==> config.mk <==
export PLATFORM = sky130hd
export DESIGN_NAME = csec_circ_cell
export DESIGN_NICKNAME = d
export VERILOG_FILES = /design/src/rtl/csec_pkg.sv /design/src/rtl/csec_circ_cell.sv
export SDC_FILE = /design/constraint.sdc
export NUM_CORES = 1
export LEC_CHECK = 0
export BUFFER_PORTS_ARGS = -buffer_cell sky130_fd_sc_hd__buf_4
export CAP_MARGIN = 15
export CORE_ASPECT_RATIO = 2
export CORE_UTILIZATION = 40
export CTS_CLUSTER_SIZE = 40
export DETAILED_ROUTE_END_ITERATION = 8
export PLACE_DENSITY_LB_ADDON = 0.3
export SLEW_MARGIN = 20
export SYNTH_ARGS = -nofsm -noshare
export SYNTH_HDL_FRONTEND = slang
export SYNTH_SLANG_ARGS = --single-unit
==> constraint.sdc <==
create_clock -name clk_i -period 7.3 [get_ports clk_i]
set_input_delay 1.46 -clock clk_i [delete_from_list [all_inputs] [get_ports clk_i]]
set_output_delay 1.46 -clock clk_i [all_outputs]
set_load 0.02 [all_outputs]
==> src/rtl/csec_pkg.sv <==
// shared types, constants and angle tables for the complex secant unit
// used by every module under rtl/, depends on nothing else
package csec_pkg;

  localparam int unsigned CORDIC_STAGES = 24;
  localparam int unsigned DIV_STEPS     = 32;

  // datapath widths
  localparam int unsigned CW  = 34;  // circular x/y
  localparam int unsigned HW  = 36;  // hyperbolic x/y
  localparam int unsigned ZW  = 34;  // angle accumulators
  localparam int unsigned PW  = 46;  // multiplier operands
  localparam int unsigned LOW = 30;  // low part of a split operand
  localparam int unsigned MW  = 64;  // products and denominator
  localparam int unsigned RW  = 80;  // divider remainder
  localparam int unsigned DCW = 96;  // divider compare width

  localparam logic [39:0] TWO_PI_Q  = 40'd6746518852;
  localparam logic [39:0] PI_Q      = 40'd3373259426;
  localparam logic [39:0] HALF_PI_Q = 40'd1686629713;
  localparam logic [33:0] LN2_Q     = 34'd744261118;
  localparam logic signed [CW-1:0] CIRC_GAIN = 34'sd652032874;
  localparam logic signed [HW-1:0] HYP_GAIN  = 36'sd889229343;
  localparam logic signed [PW-1:0] ONE_Q     = 46'sd1073741824;
  localparam logic signed [23:0]   B_LIMIT   = 24'sd524288;
  localparam logic signed [40:0]   V_OFFSET  = 41'sd215888603264;  // 32 * 2pi

  localparam logic signed [ZW-1:0] ATAN_TAB [10] = '{
    34'sd843314856, 34'sd497837829, 34'sd263043836, 34'sd133525158, 34'sd67021686,
    34'sd33543515, 34'sd16775850, 34'sd8388437, 34'sd4194282, 34'sd2097149
  };

  localparam logic signed [ZW-1:0] ATANH_TAB [10] = '{
    34'sd0, 34'sd589812981, 34'sd274247419, 34'sd134923406, 34'sd67196451,
    34'sd33565361, 34'sd16778581, 34'sd8388779, 34'sd4194325, 34'sd2097155
  };

  typedef struct packed {
    logic signed [23:0] real_part;
    logic signed [23:0] imag_part;
  } csec_in_t;

  typedef struct packed {
    logic signed [31:0] real_result;
    logic signed [31:0] imag_result;
    logic               pole_flag;
    logic               saturated_flag;
  } csec_out_t;

  typedef struct packed {
    logic signed [CW-1:0] x;
    logic signed [CW-1:0] y;
    logic signed [ZW-1:0] z;
  } csec_circ_t;

  typedef struct packed {
    logic signed [HW-1:0] x;
    logic signed [HW-1:0] y;
    logic signed [ZW-1:0] z;
  } csec_hyp_t;

  typedef struct packed {
    logic [RW-1:0] rem_re;
    logic [RW-1:0] rem_im;
    logic [MW-1:0] den;
    logic [31:0]   q_re;
    logic [31:0]   q_im;
    logic          neg_re;
    logic          neg_im;
    logic          ovf_re;
    logic          ovf_im;
    logic          pole;
  } csec_div_t;

  function automatic logic signed [ZW-1:0] circ_angle(input int i);
    logic signed [ZW-1:0] a;
    a = '0;
    if (i < 10) begin
      a = ATAN_TAB[i];
    end else if (i <= 30) begin
      a = ZW'(1) << (30 - i);
    end
    return a;
  endfunction

  function automatic logic signed [ZW-1:0] hyp_angle(input int j);
    logic signed [ZW-1:0] a;
    a = '0;
    if (j < 10) begin
      a = ATANH_TAB[j];
    end else if (j <= 30) begin
      a = ZW'(1) << (30 - j);
    end
    return a;
  endfunction

  // shift of hyperbolic step i, with the repeats at 4, 13, 40
  function automatic int hyp_shift(input int i);
    int   j;
    int   rep;
    int   t;
    logic again;
    j     = 1;
    rep   = 4;
    again = 1'b0;
    for (t = 0; t < i; t++) begin
      if (j == rep && !again) begin
        again = 1'b1;
      end else begin
        if (again) begin
          again = 1'b0;
          rep   = 3 * rep + 1;
        end
        j++;
      end
    end
    return j;
  endfunction

endpackage

==> src/rtl/csec_circ_cell.sv <==
// one circular cordic rotation step with its output register
// depends on csec_pkg
module csec_circ_cell #(
  parameter int unsigned STAGE = 0
) (
  input  logic                 clk_i,
  input  csec_pkg::csec_circ_t cell_i,
  output csec_pkg::csec_circ_t cell_o
);

  localparam logic signed [csec_pkg::ZW-1:0] ANG = csec_pkg::circ_angle(STAGE);

  csec_pkg::csec_circ_t cell_d, cell_q;

  always_comb begin
    if (!cell_i.z[csec_pkg::ZW-1]) begin
      cell_d.x = cell_i.x - (cell_i.y >>> STAGE);
      cell_d.y = cell_i.y + (cell_i.x >>> STAGE);
      cell_d.z = cell_i.z - ANG;
    end else begin
      cell_d.x = cell_i.x + (cell_i.y >>> STAGE);
      cell_d.y = cell_i.y - (cell_i.x >>> STAGE);
      cell_d.z = cell_i.z + ANG;
    end
  end

  always_ff @(posedge clk_i) begin
    cell_q <= cell_d;
  end

  assign cell_o = cell_q;

endmodule

==> out/metrics.cfg <==
[outcome]
status = finished, final reports clean

[clock_network]
hold_buffers = 0
cts_num_sinks = 101
clockBufferDepth = 2
ctsResizeCount = 0
cts_tree = done
cts_setup_buffers = 0
clk_pin_slew_worst_paths_ns = 0.07
root_buffer = clkbuf_16
cts_max_level = 3
cts_made_buffers = 9

[final_layout]
num_antenna_cells = 0
utilization = 0.495
fillers = 2358
nets = 1590
largest_reg_flops = 101
drive_above_1_share = 0.183
area_delta_synth_final_pct = 21.5

[place]
hpwl_um = 26100
io_buffer_count = 204
routabilityCongestion = 0.961

[sta]
hold_viol = 0
tns_ns = 0
rsz0062_at_grt = no
relSlewSlack = 0.463
max_freq_mhz = 217
setup_viol = 0
worst_slew_pin_slew_ns = 0.800
drv_slew = 0
period_needed_ns = 4.61
fin_crit_sh = 0.632

[yosys]
synth_edf_count = 0
ys.flop_type = dfxtp_1
syn_area_mm2 = 0.00923
netlist_instances = 1184
async_flop_share = 0
synth_seq_cells = 101
ys_seq_area_frac = 0.219
synthesis.nets = 1419
yosysUniqueCellTypes = 81
synthTopCellsByArea = dfxtp_1, ha_1, a21oi_1
postSynthAreaPerCell_um2 = 7.79
yosys.area.top_type_share = 0.219
yosysMostFrequentCell = a21oi_1
yosys.area.top_type = dfxtp_1
yosys-top-cells-count = a21oi_1, ha_1, inv_1, dfxtp_1, o21ai_0
yosysWarnings = 0

[grt]
antenna_found_initial = 0
grt_pass1_vias = 9306
grt_usage = 0.271
grt_overflow = 0
grt_max_degree = 72
grt_pass1_wl_um = 47800

[floorplan]
io_pins = 205
initial_core_util = 0.408
die_h_um = 217
dieArea_mm2 = 0.0237
core_area_mm2 = 0.0226
die_x_um = 109
rows = 78

[pwr]
leakagePower_nw = 5.31
total_power_mw = 2.29
vdd_drop_max_uv = 168
p_per_area_mw_per_mm2 = 204

[setup_path]
cp-start-kind = input pin
worstPathArrival_ns = 4.92
cp.required_ns = 7.61
crit_fanout = 71
worstSetupEndpointType = register
critPathKind = in2reg

[drt]
routed_wl_um = 31600
drt_iter0_drc = 444
vias = 9264
viasPerCell = 5.65
drt_first_pass_iters = 6
routedWlPerCell_um = 19.3
drc_errors = 0
antenna_violating_nets_post_route = 0

[job]
max-cap-violations = 0

[min_path]
hold_path_class = in2reg

-- logic make-up after synthesis --
group,Yosys count,share of synthesized area
muxes,12,0.0134
DFF,101,0.219
xor gates and xnor gates,87,0.0826
AOI/OAI and AO/OA,437,0.302
and+or+nand+nor,257,0.132
buffers and inverters,158,0.0686
adders and majority gates,132,0.182
-- power by group --
part | internal (mW) | total [mW] | switching [mW]
logic | 0.436 | 1.08 | 0.640
clock network | 0.262 | 0.491 | 0.229
registers | 0.678 | 0.719 | 0.0412
total | 1.38 | 2.29 | 0.911
-- final timing paths --
path / cells past startpoint / end / startpoint
setup / recovery: 12 / cell_o[30]$_DFF_P_ / cell_i[33]
hold / removal: 1 / cell_o[2]$_DFF_P_ / cell_i[2]
-- cells in the final DEF, fill, tap and decap left out, types with 12 or more instances in the layout --
cell type / instances
nor2b_1: 13
xor2_1: 13
nand2_1: 55
nand3_1: 21
a21oi_1: 157
nor3_1: 21
xnor2_1: 74
nor2_1: 92
ha_1: 128
o21bai_1: 28
inv_1: 106
o21a_1: 12
buf_4: 206
a211oi_1: 22
dfxtp_1: 101
o21ai_0: 100
a21o_1: 32
-- worst max-delay path: stages --
cell	delay, ns
buf_4	0.32
buf_4	0.67
ha_1	0.43
a21o_1	0.21
a21o_1	0.18
a311oi_1	0.21
a211oi_1	0.18
a311o_1	0.40
a221oi_1	0.38
o21ai_0	0.13
a21oi_1	0.19
xnor2_1	0.13
-- final cells by class --
| cell class | instances | area, um^2 | share of cell area |
|---|---|---|---|
| sequential | 101 | 2020 | 0.180 |
| tap | 280 | 350 | 0.0312 |
| multi-input combinational | 925 | 6570 | 0.586 |
| inverter | 112 | 425 | 0.0379 |
| timing repair buffer | 206 | 1550 | 0.138 |
| clock inverter | 3 | 25.0 | 0.00223 |
| clock buffer | 13 | 270 | 0.0241 |
-- through the flow --
stage          cells  hold WS, ns  worst slack (ns)  cell area (um^2)
6_report        1640         1.18              2.69             11200
5_1_grt         1640         1.17              2.36             11200
4_1_cts         1640         1.17              2.64             11200
3_5_place_dp    1624         1.57              2.25             10900
3_3_place_gp    1624         1.56              2.32             10900
2_1_floorplan   1184         1.49              2.35              9230
-- per-layer routing --
metal,vias up,global-route usage,part of all wire
met4,0,0.220,0.085
met1,4267,0.225,0.31
met2,344,0.534,0.56
met5,-,0,0
li1,4515,-,-
met3,138,0.0398,0.039
No activity file was read; power rests on OpenSTA's default activity.
