$ cat src/rtl/csec_pkg.sv
// shared types, constants and angle tables for the complex secant unit
// used by every module under rtl/, depends on nothing else
package csec_pkg;

  localparam int unsigned CORDIC_STAGES = 24;
  localparam int unsigned DIV_STEPS     = 32;

  // datapath widths
  localparam int unsigned CW  = 34;  // circular x/y
  localparam int unsigned HW  = 36;  // hyperbolic x/y
  localparam int unsigned ZW  = 34;  // angle accumulators
  localparam int unsigned PW  = 46;  // multiplier operands
  localparam int unsigned LOW = 30;  // low part of a split operand
  localparam int unsigned MW  = 64;  // products and denominator
  localparam int unsigned RW  = 80;  // divider remainder
  localparam int unsigned DCW = 96;  // divider compare width

  localparam logic [39:0] TWO_PI_Q  = 40'd6746518852;
  localparam logic [39:0] PI_Q      = 40'd3373259426;
  localparam logic [39:0] HALF_PI_Q = 40'd1686629713;
  localparam logic [33:0] LN2_Q     = 34'd744261118;
  localparam logic signed [CW-1:0] CIRC_GAIN = 34'sd652032874;
  localparam logic signed [HW-1:0] HYP_GAIN  = 36'sd889229343;
  localparam logic signed [PW-1:0] ONE_Q     = 46'sd1073741824;
  localparam logic signed [23:0]   B_LIMIT   = 24'sd524288;
  localparam logic signed [40:0]   V_OFFSET  = 41'sd215888603264;  // 32 * 2pi

  localparam logic signed [ZW-1:0] ATAN_TAB [10] = '{
    34'sd843314856, 34'sd497837829, 34'sd263043836, 34'sd133525158, 34'sd67021686,
    34'sd33543515, 34'sd16775850, 34'sd8388437, 34'sd4194282, 34'sd2097149
  };

  localparam logic signed [ZW-1:0] ATANH_TAB [10] = '{
    34'sd0, 34'sd589812981, 34'sd274247419, 34'sd134923406, 34'sd67196451,
    34'sd33565361, 34'sd16778581, 34'sd8388779, 34'sd4194325, 34'sd2097155
  };

  typedef struct packed {
    logic signed [23:0] real_part;
    logic signed [23:0] imag_part;
  } csec_in_t;

  typedef struct packed {
    logic signed [31:0] real_result;
    logic signed [31:0] imag_result;
    logic               pole_flag;
    logic               saturated_flag;
  } csec_out_t;

  typedef struct packed {
    logic signed [CW-1:0] x;
    logic signed [CW-1:0] y;
    logic signed [ZW-1:0] z;
  } csec_circ_t;

  typedef struct packed {
    logic signed [HW-1:0] x;
    logic signed [HW-1:0] y;
    logic signed [ZW-1:0] z;
  } csec_hyp_t;

  typedef struct packed {
    logic [RW-1:0] rem_re;
    logic [RW-1:0] rem_im;
    logic [MW-1:0] den;
    logic [31:0]   q_re;
    logic [31:0]   q_im;
    logic          neg_re;
    logic          neg_im;
    logic          ovf_re;
    logic          ovf_im;
    logic          pole;
  } csec_div_t;

  function automatic logic signed [ZW-1:0] circ_angle(input int i);
    logic signed [ZW-1:0] a;
    a = '0;
    if (i < 10) begin
      a = ATAN_TAB[i];
    end else if (i <= 30) begin
      a = ZW'(1) << (30 - i);
    end
    return a;
  endfunction

  function automatic logic signed [ZW-1:0] hyp_angle(input int j);
    logic signed [ZW-1:0] a;
    a = '0;
    if (j < 10) begin
      a = ATANH_TAB[j];
    end else if (j <= 30) begin
      a = ZW'(1) << (30 - j);
    end
    return a;
  endfunction

  // shift of hyperbolic step i, with the repeats at 4, 13, 40
  function automatic int hyp_shift(input int i);
    int   j;
    int   rep;
    int   t;
    logic again;
    j     = 1;
    rep   = 4;
    again = 1'b0;
    for (t = 0; t < i; t++) begin
      if (j == rep && !again) begin
        again = 1'b1;
      end else begin
        if (again) begin
          again = 1'b0;
          rep   = 3 * rep + 1;
        end
        j++;
      end
    end
    return j;
  endfunction

endpackage

$ cat src/rtl/csec_div_cell.sv
// one restoring division step for the real and imaginary quotients
// depends on csec_pkg
module csec_div_cell #(
  parameter int unsigned SHIFT = 0
) (
  input  logic                clk_i,
  input  csec_pkg::csec_div_t cell_i,
  output csec_pkg::csec_div_t cell_o
);

  localparam int unsigned RW  = csec_pkg::RW;
  localparam int unsigned DCW = csec_pkg::DCW;

  csec_pkg::csec_div_t cell_d, cell_q;
  logic [DCW-1:0] den_w;

  assign den_w = DCW'(cell_i.den) << SHIFT;

  always_comb begin
    cell_d = cell_i;
    if (DCW'(cell_i.rem_re) >= den_w) begin
      cell_d.rem_re      = cell_i.rem_re - RW'(den_w);
      cell_d.q_re[SHIFT] = 1'b1;
    end
    if (DCW'(cell_i.rem_im) >= den_w) begin
      cell_d.rem_im      = cell_i.rem_im - RW'(den_w);
      cell_d.q_im[SHIFT] = 1'b1;
    end
  end

  always_ff @(posedge clk_i) begin
    cell_q <= cell_d;
  end

  assign cell_o = cell_q;

endmodule

$ cat config.mk
export PLATFORM = sky130hd
export DESIGN_NAME = csec_div_cell
export DESIGN_NICKNAME = d
export VERILOG_FILES = /design/src/rtl/csec_pkg.sv /design/src/rtl/csec_div_cell.sv
export SDC_FILE = /design/constraint.sdc
export NUM_CORES = 1
export LEC_CHECK = 0
export BUFFER_PORTS_ARGS = -buffer_cell sky130_fd_sc_hd__buf_2
export CAP_MARGIN = 20
export CORE_AREA = 2 2 229 231
export DETAILED_ROUTE_END_ITERATION = 8
export DIE_AREA = 0 0 231 233
export SYNTH_ARGS = -nofsm -noshare
export SYNTH_HDL_FRONTEND = slang
export SYNTH_SLANG_ARGS = --single-unit
$ cat constraint.sdc
create_clock -name clk_i -period 4.1 [get_ports clk_i]
set_clock_uncertainty 0.15 [all_clocks]
set_input_delay 0.41 -clock clk_i [delete_from_list [all_inputs] [get_ports clk_i]]
set_output_delay 0.41 -clock clk_i [all_outputs]
set_load 0.1 [all_outputs]
==> metrics.md <==
| Metric | Value |
|---|---|
| H-tree levels | `2` |
| Area of the die | `0.0538 sq mm` |
| CTS tree | `built` |
| Post-Syn Instances | `1,950` |
| Met3 Track Usage GR | `4.19%` |
| Flop pwr share | `28.1%` |
| Dpl hpwl | `56,600 um` |
| Power Total | `0.0119 W` |
| Worst hold start | `cell_i[235]` |
| MaxCap Viol Count | `0` |
| Yosys Warn Count | `0` |
| Crit path max-delay family | `compound AO/OA/AOI/OAI gates` |
| F_max | `0.251 GHz` |
| Seq cells post-synth | `293` |
| First-pass GRT wire length | `104,000 um` |
| Wire length per cell | `19.7 um` |
| Syn_nets | `2,374` |
| Crit path largest cell delay | `530 ps` |
| Post-synth top area cell | `dfxtp_1` |
| Switching power share of the total | `47.3%` |
| Cell area after layout | `0.0244 sq mm` |
| Layout cells sized above 1 | `28.0%` |
| EDFF count, synth | `0` |
| Status | `complete, no violations` |
| Vias in the first global route | `18,000` |
| Crit share post-route | `97.1%` |
| CP Capture Type | `flip-flop` |
| DR DRC count | `0` |
| Buffers plus inverters on the worst setup path | `3` |
| PwrDens | `489 mW/mm^2` |
| Worst-margin pin slew | `679 ps` |
| Routing usage on met2 | `44.0%` |
| Cell repeated most along the worst path | `a21o_1` |
| Gpl congestion | `0.938` |
| Final ANT Viol Nets | `0` |
| Final Max Slew Viols | `0` |
| Logic gate share of total power | `46.4%` |
| Layout area overhead | `51.4%` |
| DIE WIDTH | `231 um` |
| Top cell type's share of synthesized area | `36.4%` |
| Clock Power Share | `25.5%` |
| Relative slew margins | `54.4%` |
| Cell variety after synth | `78` |
| CTS max path bufs | `3` |
| Sequential-to-total area share from yosys stat | `36.4%` |
| Clk slew on worst S/H paths | `60 ps` |
| Critical path class | `primary input to flip-flop` |
| Nets@finish | `3,301` |
| Worst Path Arrival | `4250 ps` |
| Port Buffer Count | `586` |
| Post-DR vias/cell | `5.00` |
| Hold Fails Final Rpt | `0` |
| Initial Util | `31.6%` |
| Iter 0 DRT Violations | `1,179` |
| Filler Cells Inserted | `4,943` |
| Syn Std Cell Area | `0.0161 sq mm` |
| IO Pins | `587` |
| Core area | `0.0511 sq mm` |
| Ys async rst share | `0%` |
| Critical Path RT | `4370 ps` |
| CP cell instances | `dlygate4sd3_1, buf_2, inv_1, ha_1, a21o_1, a21o_1, a21o_1, nor3_1, a211oi_1, a31o_2, a21oi_2, nor2b_1, o21ai_0, xnor2_1, a21oi_1` |
| Congestion Overflow GR | `0` |
| Switching Power | `0.00564 W` |
| CTS Sinks | `293` |
| Root Driver | `clkbuf_16` |
| Max FFs per register | `293` |
| Initial antenna violation count | `8` |
| Maximum VDD drop | `0.289 mV` |
| WHS Endpoint | `cell_o[235]` |
| Final min period | `3980 ps` |
| DR pass1 iterations | `5` |
| Worst Hold Class | `primary input to flip-flop` |
| WL final | `70,700 um` |
| # setup viols final | `0` |
| Critical-path top delay cell | `dlygate4sd3_1` |
| Syn avg cell area | `8.27 sq um` |
| Worst-path maximum fanout | `5` |
| Most used DFF post-synth | `dfxtp_1` |
| Num CTS Buffers | `35` |
| Largest net degree at the start of global routing | `60` |
| Pint | `0.00629 W` |
| Met1 GRT Util | `31.2%` |
| GRT Max-Usage Layer | `met2` |
| DR vias | `17,900` |
| Placed Area | `0.0204 sq mm` |
| Crit path launch type | `primary input` |
| Die Y | `233 um` |
| Row cnt | `83` |
| Lkg Pwr | `11.3 nW` |
| Ranking of synthesized cells by area | `dfxtp_1, ha_1, a21oi_1` |
| Hold path depth | `3` |
| Total GRT Usage | `25.1%` |
==> through the flow <==
step | setup TNS [ps] | instances | worst slack [ps] | util [%] | hold slack, ps
2_1_floorplan | 0 | 1950 | 532 | - | 288
3_3_place_gp | 0 | 3244 | 45.0 | 40.0 | 362
3_5_place_dp | -67.1 | 3244 | -67.1 | 40.0 | 364
4_1_cts | 0 | 3577 | 5.93 | 47.5 | 0.996
5_1_grt | -185 | 3584 | -57.2 | 47.8 | 24.9
6_report | 0 | 3585 | 118 | 47.8 | 16.6
==> logic make-up (layout without fill, tap and decap cells) <==
group | after synthesis | after routing | share of synthesized area, %
AO/OA/AOI/OAI | 588 | 588 | 22.3
buffers and inverters | 184 | 1135 | 4.49
AND/OR/NAND/NOR | 587 | 587 | 17.3
other | 0 | 4 | 0
XOR/XNOR | 150 | 150 | 8.15
flip-flops | 293 | 293 | 36.4
multiplexers | 18 | 18 | 1.25
adder cells (fa/ha/maj) | 130 | 130 | 10.2
==> Yosys cell counts (all sizes together) (3+ instances only) <==
cell and count:
mux2 17, xnor2 82, and3 7, o41ai 5
o211ai 10, o31ai 14, a21o 49, a31oi 11
a21boi 13, o21a 16, nand3b 5, a221o 4
nor3 28, dfxtp 293, inv 101, a31o 3
nand2 203, nand4 47, nand3 32, and4 6
o221ai 8, clkbuf 64, o31a 6, o21bai 34
ha 128, or2 6, nand4b 3, a211o 5
nand2b 17, o21ai 141, nor3b 4, a211oi 7
a21oi 235, nor2 155, nor4 19, or4 6
nor2b 18, or3 12, and2 12, buf 19
xor2 68, o2111ai 5
==> power groups by stage <==
stage	clock network [W]	logic (W)	registers, W
2_1_floorplan	0	0.00123	0.00620
3_3_place_gp	0	0.00526	0.00341
3_5_place_dp	0	0.00526	0.00341
4_1_cts	0.00313	0.00549	0.00335
5_1_grt	0.00322	0.00578	0.00338
6_report	0.00304	0.00554	0.00335
==> area by class of cell <==
cell class                      count  area (sq um)  area share, %
Sequential cell                   293          5870           24.0
Antenna cell                        4          10.0         0.0410
Clock buffer                       51          1040           4.25
Inverter                          101           379           1.55
Tap cell                          680           851           3.48
Multi-Input combinational cell   1473          9650           39.5
Clock inverter                     10          68.8          0.282
Timing Repair Buffer              973          6550           26.8
==> layout by cell type (no fill, tap or decap), types with 9 or more instances in the layout <==
cell / netlist / routed
buf_2: 14 / 586
dfxtp_1: 293 / 293
dlygate4sd3_1: 0 / 272
a21oi_1: 233 / 230
nand2_1: 203 / 203
nor2_1: 155 / 155
o21ai_0: 138 / 137
ha_1: 128 / 128
buf_4: 0 / 112
inv_1: 101 / 101
xnor2_1: 82 / 82
xor2_1: 68 / 68
nand4_1: 47 / 47
a21o_1: 49 / 47
clkbuf_16: 0 / 37
o21bai_1: 34 / 33
nand3_1: 30 / 30
nor3_1: 28 / 27
nor2b_1: 18 / 17
nand2b_1: 17 / 17
mux2_2: 17 / 17
o21a_1: 16 / 16
nor4_1: 18 / 15
o31ai_1: 14 / 13
or3_1: 12 / 12
and2_1: 11 / 11
a21boi_0: 11 / 11
a31oi_1: 10 / 10
o211ai_1: 9 / 9
==> timing repair <==
item / in CTS / in global routing
endpoints found under the hold margin: 272 / 0
hold buffers: 272 / 0
resized for setup: 0 / 25
endpoints found under the setup margin: 0 / 28
setup buffers: 0 / 4
==> metal layers <==
metal	up-vias	wire [um]
li1	8751	-
met1	8396	29800
met2	666	34400
met3	121	4390
met4	8	2080
met5	-	51
==> worst max path at each step <==
| stage | endpoint | start | cells after the start |
|---|---|---|---|
| 2_1_floorplan | cell_o[231] | cell_i[213] | 14 |
| 3_3_place_gp | cell_o[282] | cell_i[85] | 14 |
| 3_5_place_dp | cell_o[208] | cell_i[80] | 14 |
| 4_1_cts | cell_o[208] | cell_i[77] | 15 |
| 5_1_grt | cell_o[281] | cell_i[213] | 18 |
| 6_report | cell_o[266] | cell_i[79] | 15 |
Note: power is estimated with default switching activity, not from simulation.
