--- src/rtl/csec_pkg.sv ---
// shared types, constants and angle tables for the complex secant unit
// used by every module under rtl/, depends on nothing else
package csec_pkg;

  localparam int unsigned CORDIC_STAGES = 24;
  localparam int unsigned DIV_STEPS     = 32;

  // datapath widths
  localparam int unsigned CW  = 34;  // circular x/y
  localparam int unsigned HW  = 36;  // hyperbolic x/y
  localparam int unsigned ZW  = 34;  // angle accumulators
  localparam int unsigned PW  = 46;  // multiplier operands
  localparam int unsigned LOW = 30;  // low part of a split operand
  localparam int unsigned MW  = 64;  // products and denominator
  localparam int unsigned RW  = 80;  // divider remainder
  localparam int unsigned DCW = 96;  // divider compare width

  localparam logic [39:0] TWO_PI_Q  = 40'd6746518852;
  localparam logic [39:0] PI_Q      = 40'd3373259426;
  localparam logic [39:0] HALF_PI_Q = 40'd1686629713;
  localparam logic [33:0] LN2_Q     = 34'd744261118;
  localparam logic signed [CW-1:0] CIRC_GAIN = 34'sd652032874;
  localparam logic signed [HW-1:0] HYP_GAIN  = 36'sd889229343;
  localparam logic signed [PW-1:0] ONE_Q     = 46'sd1073741824;
  localparam logic signed [23:0]   B_LIMIT   = 24'sd524288;
  localparam logic signed [40:0]   V_OFFSET  = 41'sd215888603264;  // 32 * 2pi

  localparam logic signed [ZW-1:0] ATAN_TAB [10] = '{
    34'sd843314856, 34'sd497837829, 34'sd263043836, 34'sd133525158, 34'sd67021686,
    34'sd33543515, 34'sd16775850, 34'sd8388437, 34'sd4194282, 34'sd2097149
  };

  localparam logic signed [ZW-1:0] ATANH_TAB [10] = '{
    34'sd0, 34'sd589812981, 34'sd274247419, 34'sd134923406, 34'sd67196451,
    34'sd33565361, 34'sd16778581, 34'sd8388779, 34'sd4194325, 34'sd2097155
  };

  typedef struct packed {
    logic signed [23:0] real_part;
    logic signed [23:0] imag_part;
  } csec_in_t;

  typedef struct packed {
    logic signed [31:0] real_result;
    logic signed [31:0] imag_result;
    logic               pole_flag;
    logic               saturated_flag;
  } csec_out_t;

  typedef struct packed {
    logic signed [CW-1:0] x;
    logic signed [CW-1:0] y;
    logic signed [ZW-1:0] z;
  } csec_circ_t;

  typedef struct packed {
    logic signed [HW-1:0] x;
    logic signed [HW-1:0] y;
    logic signed [ZW-1:0] z;
  } csec_hyp_t;

  typedef struct packed {
    logic [RW-1:0] rem_re;
    logic [RW-1:0] rem_im;
    logic [MW-1:0] den;
    logic [31:0]   q_re;
    logic [31:0]   q_im;
    logic          neg_re;
    logic          neg_im;
    logic          ovf_re;
    logic          ovf_im;
    logic          pole;
  } csec_div_t;

  function automatic logic signed [ZW-1:0] circ_angle(input int i);
    logic signed [ZW-1:0] a;
    a = '0;
    if (i < 10) begin
      a = ATAN_TAB[i];
    end else if (i <= 30) begin
      a = ZW'(1) << (30 - i);
    end
    return a;
  endfunction

  function automatic logic signed [ZW-1:0] hyp_angle(input int j);
    logic signed [ZW-1:0] a;
    a = '0;
    if (j < 10) begin
      a = ATANH_TAB[j];
    end else if (j <= 30) begin
      a = ZW'(1) << (30 - j);
    end
    return a;
  endfunction

  // shift of hyperbolic step i, with the repeats at 4, 13, 40
  function automatic int hyp_shift(input int i);
    int   j;
    int   rep;
    int   t;
    logic again;
    j     = 1;
    rep   = 4;
    again = 1'b0;
    for (t = 0; t < i; t++) begin
      if (j == rep && !again) begin
        again = 1'b1;
      end else begin
        if (again) begin
          again = 1'b0;
          rep   = 3 * rep + 1;
        end
        j++;
      end
    end
    return j;
  endfunction

endpackage

--- src/rtl/csec_hyp_cell.sv ---
// one hyperbolic cordic step with its output register
// depends on csec_pkg
module csec_hyp_cell #(
  parameter int unsigned STAGE = 0
) (
  input  logic                clk_i,
  input  csec_pkg::csec_hyp_t cell_i,
  output csec_pkg::csec_hyp_t cell_o
);

  localparam int unsigned SHIFT = csec_pkg::hyp_shift(STAGE);
  localparam logic signed [csec_pkg::ZW-1:0] ANG = csec_pkg::hyp_angle(SHIFT);

  csec_pkg::csec_hyp_t cell_d, cell_q;

  always_comb begin
    if (!cell_i.z[csec_pkg::ZW-1]) begin
      cell_d.x = cell_i.x + (cell_i.y >>> SHIFT);
      cell_d.y = cell_i.y + (cell_i.x >>> SHIFT);
      cell_d.z = cell_i.z - ANG;
    end else begin
      cell_d.x = cell_i.x - (cell_i.y >>> SHIFT);
      cell_d.y = cell_i.y - (cell_i.x >>> SHIFT);
      cell_d.z = cell_i.z + ANG;
    end
  end

  always_ff @(posedge clk_i) begin
    cell_q <= cell_d;
  end

  assign cell_o = cell_q;

endmodule

--- config.mk ---
export PLATFORM = sky130hd
export DESIGN_NAME = csec_hyp_cell
export DESIGN_NICKNAME = d
export VERILOG_FILES = /design/src/rtl/csec_pkg.sv /design/src/rtl/csec_hyp_cell.sv
export SDC_FILE = /design/constraint.sdc
export NUM_CORES = 1
export LEC_CHECK = 0
export BUFFER_PORTS_ARGS = -buffer_cell sky130_fd_sc_hd__buf_2
export CORE_AREA = 5 5 273 142
export DETAILED_ROUTE_END_ITERATION = 16
export DIE_AREA = 0 0 278 147
export PLACE_DENSITY = 0.55
export SLEW_MARGIN = 40
export SYNTH_ARGS = -nofsm -noshare
export SYNTH_HDL_FRONTEND = slang
export SYNTH_SLANG_ARGS = --single-unit
--- constraint.sdc ---
create_clock -name clk_i -period 4.1 [get_ports clk_i]
set_input_delay 0.205 -clock clk_i [delete_from_list [all_inputs] [get_ports clk_i]]
set_output_delay 0.205 -clock clk_i [all_outputs]
set_load 0.02 [all_outputs]
==> flow_summary.rst, run 1 <==
.. list-table::
   :header-rows: 1

   * - Metric
     - Value
   * - Die footprint
     - 40900 um^2
   * - Placement-stage worst setup slack
     - 0.00456 ns
   * - Largest net degree at the start of global routing
     - 41
   * - Data required time at the worst endpoint
     - 4.43 ns
   * - Status
     - finished clean
   * - Area of the multi-input gates
     - 6510 um^2
   * - Proportion of layout cells with a drive suffix above 1
     - 21.9%
   * - Number of global-route vias before repair
     - 8692
   * - Crit-path slowest cell
     - sky130_fd_sc_hd__or4_4
   * - Area occupied by registers
     - 2120 um^2
   * - Worst-case headroom to the max-slew limit
     - 55.6%
   * - Number of flip-flops under the largest register name
     - 106
   * - Maximum Capacitance Violations
     - 0
   * - Max clock buf depth
     - 2
   * - Count of endpoints failing setup in the final report
     - 0
   * - Arrival time worst endpoint
     - 3.99 ns
   * - Layout fillers
     - 3931
   * - Cells on Worst Hold Path
     - 2
   * - Clock Sinks
     - 106
   * - Post-route insts no fill
     - 1840
   * - Pint
     - 0.00266 W
   * - Final min period
     - 3.66 ns
   * - Number of enable flip-flop cells after synthesis
     - 0
   * - Period Utilization, post-route
     - 89.3%
   * - Vias
     - 8858
   * - Clock network fraction of total power
     - 20.3%
   * - Portion of total power attributed to combinational logic
     - 49.4%
   * - Met3 track utilization from global routing
     - 4.05%
   * - Final number of hold-violating endpoints
     - 0
   * - Hold buffers post-CTS
     - 0
   * - Ys flop type
     - sky130_fd_sc_hd__dfxtp_1
   * - Placer congestion estimate
     - 0.916
   * - Met2 capacity usage during global routing
     - 22.5%
   * - Post-synthesis area per instance
     - 8.11 um^2
   * - Count of boundary I/O pins
     - 213
   * - Synthesis warning total
     - 0
   * - Tightest Pin Transition
     - 0.659 ns
   * - Area share of the leading cell type in the synthesized netlist
     - 23.9%
   * - Placed Instances
     - 1821
   * - Final worst setup slack
     - 0.438 ns
   * - # port buffers
     - 212
   * - Combined global-route utilization of all metal layers
     - 15.1%
   * - Leakage component of the power
     - 5.05 nW
   * - First-pass GRT wire length
     - 49600 um
   * - Power consumption
     - 0.00471 W
   * - Critical-path maximum fanout
     - 6
   * - Kind of start point of the critical path
     - input pin
   * - CTS Buf Count
     - 9
   * - Number of standard-cell rows in the floorplan
     - 50
   * - Path type of the worst min-delay path
     - in -> reg
   * - Detailed placer's ending HPWL
     - 26100 um
   * - Final-report max-slew violation count
     - 0
   * - Iteration-0 DRC count of the detailed router
     - 758
   * - Synth area leaders
     - sky130_fd_sc_hd__dfxtp_1, sky130_fd_sc_hd__ha_1, sky130_fd_sc_hd__xnor2_1
   * - Busiest grt layer
     - met2
   * - Chip Height
     - 147 um
   * - Clock Root Buffer
     - sky130_fd_sc_hd__clkbuf_16
   * - Post-Synthesis Cells
     - 1095
   * - Worst hold-check slack
     - 0.0380 ns
   * - Post-synthesis instance area
     - 8880 um^2
   * - Power Dens Cells
     - 423 nW/um^2
   * - Post-synthesis register bit count
     - 106
   * - Syn_nets
     - 1309
   * - Switching Fraction
     - 43.4%
   * - Switching component of the power
     - 0.00204 W
   * - Clock-pin slew of the registers on the worst-case setup and hold paths
     - 0.10 ns
   * - Seq/Total Area, Yosys
     - 23.9%
   * - Avg WL per Cell
     - 17.1 um
   * - Final sum of negative setup slack
     - 0 ns
   * - CP Cell Sequence
     - buf_2, or4_4, nor3_4, buf_4, nand3b_2, or4_4, nor2_1, nor2_1, xnor2_1, ha_1, a21oi_1, o21ai_0, o31ai_2, o311ai_0, a21o_1, a221oi_1, xnor2_1
   * - Area inside the core boundary
     - 36400 um^2
   * - Commonest cells in the synthesized netlist
     - sky130_fd_sc_hd__a21oi_1, sky130_fd_sc_hd__xnor2_1, sky130_fd_sc_hd__dfxtp_1
   * - Most common cell in the netlist
     - sky130_fd_sc_hd__a21oi_1
   * - Detailed-router iteration count before antenna repair
     - 5
   * - # H-tree levels
     - 3
   * - Worst-case vdd ir drop
     - 0.234 mV
   * - Crit path largest cell delay
     - 0.56 ns
   * - Crit path kind
     - in -> reg
   * - Initial core utilization
     - 24.4%
   * - Kind of end point of the critical path
     - flop
   * - Area Growth Syn to Fin
     - 25.5%
   * - Initial antenna violation count
     - 4
   * - GR Util met1
     - 22.2%
   * - Async set-or-reset flop fraction in the synthesized netlist
     - 0%
   * - Unrepaired setup endpoints after global routing
     - no
   * - Highest clock frequency the design can meet
     - 0.273 GHz
   * - Total grt overflow
     - 0
   * - Portion of total power attributed to sequential cells
     - 30.3%
   * - Post-layout nets
     - 1552
   * - Routed via count divided by cell count
     - 4.81
   * - DRC violations left
     - 0
   * - Cell type with the largest total area after synthesis
     - sky130_fd_sc_hd__dfxtp_1
   * - Count of cell types in the netlist
     - 67
   * - Count of antenna-violating nets left after detailed routing
     - 0
   * - Width of the die
     - 278 um
   * - CTS tree
     - built
   * - Wire length reported by the detailed router
     - 31400 um
cells by family after synthesis:
| family | after synthesis | share of synthesized area [%] |
|---|---|---|
| flip-flops | 106 | 23.9 |
| buffers and inverters | 67 | 2.89 |
| AO/OA/AOI/OAI | 350 | 24.8 |
| XOR/XNOR | 161 | 15.9 |
| multiplexers | 2 | 0.226 |
| adder cells (fa/ha/maj) | 107 | 15.3 |
| AND/OR/NAND/NOR | 302 | 16.9 |
cell type report:
type                       count  share of cell area [%]
multi-input combinational    922                    58.4
sequential                   106                    19.1
timing repair buffer         261                    12.8
tap                          494                    5.55
clock buffer                   9                    2.02
inverter                      38                    1.28
clock inverter                 7                   0.775
antenna                        3                  0.0674
power groups by stage:
stage / clock, W / sequential, W / combinational (W)
2_1_floorplan: 0 / 0.00185 / 0.00107
3_3_place_gp: 0 / 0.00145 / 0.00233
3_5_place_dp: 0 / 0.00145 / 0.00232
4_1_cts: 0.00102 / 0.00144 / 0.00234
5_1_grt: 0.00106 / 0.00146 / 0.00256
6_report: 0.000955 / 0.00143 / 0.00232
cell usage in the layout (no fill, tap or decap), types with 6 or more instances in the layout:
cell and count:
sky130_fd_sc_hd__nand4_1 16, sky130_fd_sc_hd__nand2b_1 14, sky130_fd_sc_hd__nor3_1 21, sky130_fd_sc_hd__ha_1 104, sky130_fd_sc_hd__xnor2_1 118, sky130_fd_sc_hd__o211ai_1 7
sky130_fd_sc_hd__buf_2 212, sky130_fd_sc_hd__nor4_1 11, sky130_fd_sc_hd__dfxtp_1 106, sky130_fd_sc_hd__o21bai_1 14, sky130_fd_sc_hd__a21o_1 53, sky130_fd_sc_hd__inv_1 37
sky130_fd_sc_hd__nand2_1 56, sky130_fd_sc_hd__or4_1 6, sky130_fd_sc_hd__nor2b_1 10, sky130_fd_sc_hd__a21oi_1 125, sky130_fd_sc_hd__o21a_1 16, sky130_fd_sc_hd__buf_4 49
sky130_fd_sc_hd__nor2_1 105, sky130_fd_sc_hd__o21ai_0 66, sky130_fd_sc_hd__a211oi_1 14, sky130_fd_sc_hd__nand3_1 25, sky130_fd_sc_hd__and2_1 9, sky130_fd_sc_hd__clkbuf_16 9
sky130_fd_sc_hd__xor2_1 43, sky130_fd_sc_hd__a31oi_1 9
metrics by stage:
step | utilization, % | cell area [um^2]
2_1_floorplan | - | 8880
3_3_place_gp | 29.7 | 10800
3_5_place_dp | 29.7 | 10800
4_1_cts | 30.5 | 11100
5_1_grt | 30.6 | 11100
6_report | 30.6 | 11100
critical path: cells and delay by family:
kind / cells / cell delay (ns)
AND/OR/NAND/NOR: 6 / 1.49
AO/OA/AOI/OAI: 6 / 1.38
adder cells (fa/ha/maj): 1 / 0.35
XOR/XNOR: 2 / 0.29
buffers and inverters: 2 / 0.25
final timing paths:
check	endpoint	from
worst min-delay path	cell_o[0]$_DFF_P_	cell_i[0]
worst max-delay path	cell_o[68]$_DFF_P_	cell_i[80]
timing repair:
item,4_1_cts,5_1_grt
endpoints found under the setup margin,0,4
buffers inserted,0,0
resized for setup,0,2
layer usage:
layer  vias to the layer above  routed length, um  part of all wire, %
li1                       4467                  -                    -
met4                         0                405                  1.3
met2                       221              13200                   42
met3                        19               1860                  5.9
met1                      4151              15900                   51
met5                         -                  0                    0
No activity file was read; power rests on OpenSTA's default activity.
==> inputs of run 2 (changes only) <==
- CORE_AREA: 5 5 273 142 -> 5 5 195 103
- DIE_AREA: 0 0 278 147 -> 0 0 200 108
- PLACE_DENSITY: 0.55 -> 0.87
==> run 2 against run 1 <==
Sequential power hardly changed. Critical path depth stayed put. Combinational power is 3% lower. Critical path type unchanged. Largest power group unchanged. Highest routed layer unchanged.
==> flow_summary.rst, run 2 (synthesis results as in run 1) <==
.. list-table::
   :header-rows: 1

   * - Metric
     - Value
   * - Status
     - finished clean
   * - Unrepaired setup endpoints after global routing
     - no
   * - Most frequent cells in the layout
     - sky130_fd_sc_hd__buf_2, sky130_fd_sc_hd__a21oi_1, sky130_fd_sc_hd__xnor2_1
   * - Data required time at the worst endpoint
     - 4.35 ns
   * - Placer congestion estimate
     - 0.989
   * - Leakage component of the power
     - 4.93 nW
   * - Chip Height
     - 108 um
   * - Detailed-router iteration count before antenna repair
     - 5
   * - Maximum Capacitance Violations
     - 0
   * - Worst-case vdd ir drop
     - 0.332 mV
   * - DRC violations left
     - 0
   * - Count of antenna-violating nets left after detailed routing
     - 0
   * - Number of flip-flops under the largest register name
     - 106
   * - Clock-pin slew of the registers on the worst-case setup and hold paths
     - 0.09 ns
   * - Count of endpoints failing setup in the final report
     - 0
   * - Layout fillers
     - 1606
   * - CTS Buf Count
     - 9
   * - Path type of the worst min-delay path
     - in -> reg
   * - Power Dens Cells
     - 436 nW/um^2
   * - Final-report max-slew violation count
     - 0
   * - Largest net degree at the start of global routing
     - 52
   * - Buffers inserted during post-CTS setup optimization
     - 0
   * - Post-layout nets
     - 1527
   * - Worst-case headroom to the max-slew limit
     - 59.0%
   * - Hold buffers post-CTS
     - 0
   * - Count of boundary I/O pins
     - 213
   * - Combined global-route utilization of all metal layers
     - 24.3%
   * - Worst hold-check slack
     - 0.0688 ns
   * - Crit path kind
     - in -> reg
   * - Tightest Pin Transition
     - 0.608 ns
   * - Number of global-route vias before repair
     - 8307
   * - Wire length reported by the detailed router
     - 27400 um
   * - First-pass GRT wire length
     - 42500 um
   * - Most frequent standard cell in the layout excluding fill and tap cells
     - sky130_fd_sc_hd__buf_2
   * - Initial core utilization
     - 49.2%
   * - Power consumption
     - 0.00464 W
   * - Max clock buf depth
     - 2
   * - Critical-path maximum fanout
     - 4
   * - # H-tree levels
     - 3
   * - Area Growth Syn to Fin
     - 19.8%
   * - Number of standard-cell rows in the floorplan
     - 35
   * - Vias
     - 9070
   * - Width of the die
     - 200 um
   * - Period Utilization, post-route
     - 93.5%
   * - Area inside the core boundary
     - 18000 um^2
   * - Final min period
     - 3.83 ns
   * - Routed via count divided by cell count
     - 5.80
   * - Clock Root Buffer
     - sky130_fd_sc_hd__clkbuf_16
   * - Final sum of negative setup slack
     - 0 ns
   * - Clock Sinks
     - 106
   * - Initial antenna violation count
     - 6
   * - Kind of start point of the critical path
     - input pin
   * - Kind of end point of the critical path
     - flop
   * - CTS tree
     - built
   * - Number of resized instances in the post-cts repair step
     - 0
   * - Highest clock frequency the design can meet
     - 0.261 GHz
   * - Detailed placer's ending HPWL
     - 22400 um
   * - Die footprint
     - 21600 um^2
   * - Proportion of layout cells with a drive suffix above 1
     - 20.3%
   * - Iteration-0 DRC count of the detailed router
     - 856
   * - Final number of hold-violating endpoints
     - 0
   * - Total grt overflow
     - 0
   * - Avg WL per Cell
     - 17.5 um
   * - Arrival time worst endpoint
     - 4.09 ns
   * - # port buffers
     - 212
[run 2: cell types whose count changed in the layout (fill, tap and decap cells not counted), sizes merged]
cell and change:
buf -25, clkinvlp +1, bufinv +1, diode +3, clkbuf +2, clkinv -4
[run 2: cell type report]
cell class                      count  area, um^2  share of cell area (%)
Antenna cell                        6        15.0                   0.141
Tap cell                          240         300                    2.82
Inverter                           38         143                    1.34
Timing Repair Buffer              236        1240                    11.7
Clock inverter                      5        66.3                   0.623
Sequential cell                   106        2120                    19.9
Clock buffer                       11         253                    2.38
Multi-Input combinational cell    922        6500                    61.1
[run 2: through the flow]
step                      utilization, %  setup slack, ns  instance area, um^2  std cells
after floorplan                        -            0.222                 8880       1095
after global routing                59.0           0.0323                10600       1564
after CTS                           58.9            0.339                10600       1558
final                               59.0            0.268                10600       1564
after global placement              57.1           0.0682                10300       1542
after detailed placement            57.1          -0.0408                10300       1542
[run 2: report_power, final]
part | internal, W | switching (W) | leakage, nW
Sequential | 0.00134 | 0.0000779 | 0.894
Clock | 0.000517 | 0.000437 | 0.155
Combinational | 0.000848 | 0.00142 | 3.88
Total | 0.00271 | 0.00193 | 4.93
[run 2: critical path: stages]
cell	delay [ns]
sky130_fd_sc_hd__buf_2	0.13
sky130_fd_sc_hd__or4_4	0.55
sky130_fd_sc_hd__nor3_4	0.17
sky130_fd_sc_hd__nor4b_1	0.27
sky130_fd_sc_hd__buf_4	0.18
sky130_fd_sc_hd__nand3b_1	0.10
sky130_fd_sc_hd__o41ai_1	0.32
sky130_fd_sc_hd__xor2_1	0.18
sky130_fd_sc_hd__ha_1	0.27
sky130_fd_sc_hd__a21o_1	0.18
sky130_fd_sc_hd__a21o_1	0.18
sky130_fd_sc_hd__a21oi_1	0.20
sky130_fd_sc_hd__nor2_1	0.07
sky130_fd_sc_hd__a2111oi_0	0.44
sky130_fd_sc_hd__a21oi_1	0.18
sky130_fd_sc_hd__a221oi_1	0.35
sky130_fd_sc_hd__xnor2_1	0.12
[run 2: metal layers]
metal / GRT usage [%] / up-vias / wire length (um)
li1: - / 4405 / -
met1: 36.7 / 4173 / 13100
met2: 34.1 / 455 / 10800
met3: 6.07 / 37 / 2990
met4: 5.67 / 0 / 452
met5: 0 / - / 0
[run 2: worst paths after layout]
| path | cells after the start | start | to | slack [ns] |
|---|---|---|---|---|
| max | 17 | cell_i[80] | cell_o[69]$_DFF_P_ | 0.27 |
| min | 2 | cell_i[0] | cell_o[0]$_DFF_P_ | 0.07 |
==> inputs of run 3 (changes only) <==
- PLACE_DENSITY: 0.87 -> 0.77
==> run 3 against run 2 <==
Count of clock-buffer cells in the layout decreased by 1. Largest cell class unchanged. Critical path type unchanged. Worst hold slack worse by 0.013 ns. Largest power group unchanged. Sequential cell count stayed put. Critical endpoint unchanged.
==> flow_summary.rst, run 3 (synthesis results as in run 1) <==
.. list-table::
   :header-rows: 1

   * - Metric
     - Value
   * - Status
     - finished clean
   * - Count of endpoints failing setup in the final report
     - 0
   * - Vias
     - 8892
   * - Arrival time worst endpoint
     - 4.05 ns
   * - Placer congestion estimate
     - 0.978
   * - Area Growth Syn to Fin
     - 20.0%
   * - Highest clock frequency the design can meet
     - 0.262 GHz
   * - CTS tree
     - built
   * - Final min period
     - 3.82 ns
   * - Kind of start point of the critical path
     - input pin
   * - Clock network fraction of total power
     - 19.6%
   * - # H-tree levels
     - 3
   * - Number of flip-flops under the largest register name
     - 106
   * - Final-report max-slew violation count
     - 0
   * - Number of resized instances in the post-cts repair step
     - 0
   * - First-pass GRT wire length
     - 42600 um
   * - Pint
     - 0.00267 W
   * - Unrepaired setup endpoints after global routing
     - no
   * - Crit path largest cell delay
     - 0.56 ns
   * - Path type of the worst min-delay path
     - in -> reg
   * - Combined global-route utilization of all metal layers
     - 24.5%
   * - Chip Height
     - 108 um
   * - Cell area after placement
     - 10400 um^2
   * - Hold buffers post-CTS
     - 0
   * - Switching Fraction
     - 41.5%
   * - Final number of hold-violating endpoints
     - 0
   * - Width of the die
     - 200 um
   * - Iteration-0 DRC count of the detailed router
     - 566
   * - Cells on Worst Hold Path
     - 2
   * - Post-layout nets
     - 1532
   * - Worst-case vdd ir drop
     - 0.272 mV
   * - Maximum Capacitance Violations
     - 0
   * - Area inside the core boundary
     - 18000 um^2
   * - Power consumption
     - 0.00457 W
   * - Portion of total power attributed to sequential cells
     - 31.2%
   * - Final design instance area without fill
     - 10700 um^2
   * - Critical-path maximum fanout
     - 3
   * - Clock Sinks
     - 106
   * - Worst-case headroom to the max-slew limit
     - 60.8%
   * - Kind of end point of the critical path
     - flop
   * - Detailed placer's ending HPWL
     - 22300 um
   * - Avg WL per Cell
     - 17.5 um
   * - Most frequent cells in the layout
     - sky130_fd_sc_hd__buf_2, sky130_fd_sc_hd__a21oi_1, sky130_fd_sc_hd__xnor2_1
   * - Number of standard-cell rows in the floorplan
     - 35
   * - DRC violations left
     - 0
   * - Worst hold-check slack
     - 0.0556 ns
   * - Buffers inserted during post-CTS setup optimization
     - 0
   * - Crit path kind
     - in -> reg
   * - CTS Buf Count
     - 9
   * - Largest net degree at the start of global routing
     - 64
   * - Proportion of layout cells with a drive suffix above 1
     - 20.5%
   * - Leakage component of the power
     - 4.94 nW
   * - Count of antenna-violating nets left after detailed routing
     - 0
   * - Number of global-route vias before repair
     - 8200
   * - Crit-path slowest cell
     - sky130_fd_sc_hd__or4_4
   * - Wire length reported by the detailed router
     - 27400 um
   * - Portion of total power attributed to combinational logic
     - 49.2%
   * - Initial antenna violation count
     - 4
   * - Detailed-router iteration count before antenna repair
     - 5
   * - Switching component of the power
     - 0.00190 W
   * - Final core occ
     - 59.0%
   * - Count of boundary I/O pins
     - 213
   * - Most frequent standard cell in the layout excluding fill and tap cells
     - sky130_fd_sc_hd__buf_2
   * - Clock-pin slew of the registers on the worst-case setup and hold paths
     - 0.07 ns
   * - Tightest Pin Transition
     - 0.582 ns
   * - Total grt overflow
     - 0
   * - # port buffers
     - 212
   * - Power Dens Cells
     - 429 nW/um^2
   * - Data required time at the worst endpoint
     - 4.33 ns
   * - Period Utilization, post-route
     - 93.1%
   * - Initial core utilization
     - 49.2%
   * - Die footprint
     - 21600 um^2
   * - Max clock buf depth
     - 2
   * - Layout fillers
     - 1662
   * - CP Cell Sequence
     - buf_2, or4_4, nor3_4, nor4b_1, buf_4, nand3b_1, o41ai_1, xor2_1, ha_1, a21o_1, a21o_1, a21oi_1, nor2_1, a2111oi_0, a21oi_1, a221oi_1, xnor2_1
   * - Clock Root Buffer
     - sky130_fd_sc_hd__clkbuf_16
   * - Routed via count divided by cell count
     - 5.69
run 3: metal layers:
| metal | GRT usage [%] | part of all wire [%] | vias to the layer above |
|---|---|---|---|
| met5 | 0 | 0.095 | - |
| met4 | 4.22 | 0.99 | 4 |
| met3 | 4.95 | 9.9 | 31 |
| met2 | 32.7 | 38 | 400 |
| met1 | 39.8 | 51 | 4035 |
| li1 | - | - | 4422 |
run 3: final cells by class:
cell class	count	area [um^2]	share of cell area [%]
diodes	2	5.00	0.0470
well taps	240	300	2.82
clock buffers	10	229	2.15
repair buffers	241	1290	12.1
clock inverters	5	62.6	0.587
flip-flops and latches	106	2120	19.9
inverters	38	143	1.34
multi-input cells	922	6500	61.0
run 3: power groups by stage:
stage	Combinational, W	Sequential [W]	Clock, W
global placement	0.00221	0.00144	0
detailed placement	0.00222	0.00145	0
CTS	0.00224	0.00143	0.000921
global route	0.00245	0.00146	0.000954
floorplan	0.00107	0.00185	0
finish	0.00225	0.00143	0.000895
run 3: critical path, delay by kind of cell:
kind,cells,cell delay [ns]
compound gates,7,1.81
xor+xnor,2,0.32
fa+ha+maj,1,0.27
buf+inv,2,0.27
simple gates,5,1.17
run 3: final timing paths:
check,from,to
hold / removal,cell_i[0],cell_o[0]$_DFF_P_
setup / recovery,cell_i[80],cell_o[69]$_DFF_P_
run 3: through the flow:
stage | worst slack [ns] | TNS [ns] | std cells
3_5_place_dp | -0.00981 | -0.00981 | 1547
2_1_floorplan | 0.222 | 0 | 1095
6_report | 0.282 | 0 | 1564
4_1_cts | 0.325 | 0 | 1562
3_3_place_gp | 0.0942 | 0 | 1547
5_1_grt | 0.0263 | 0 | 1564
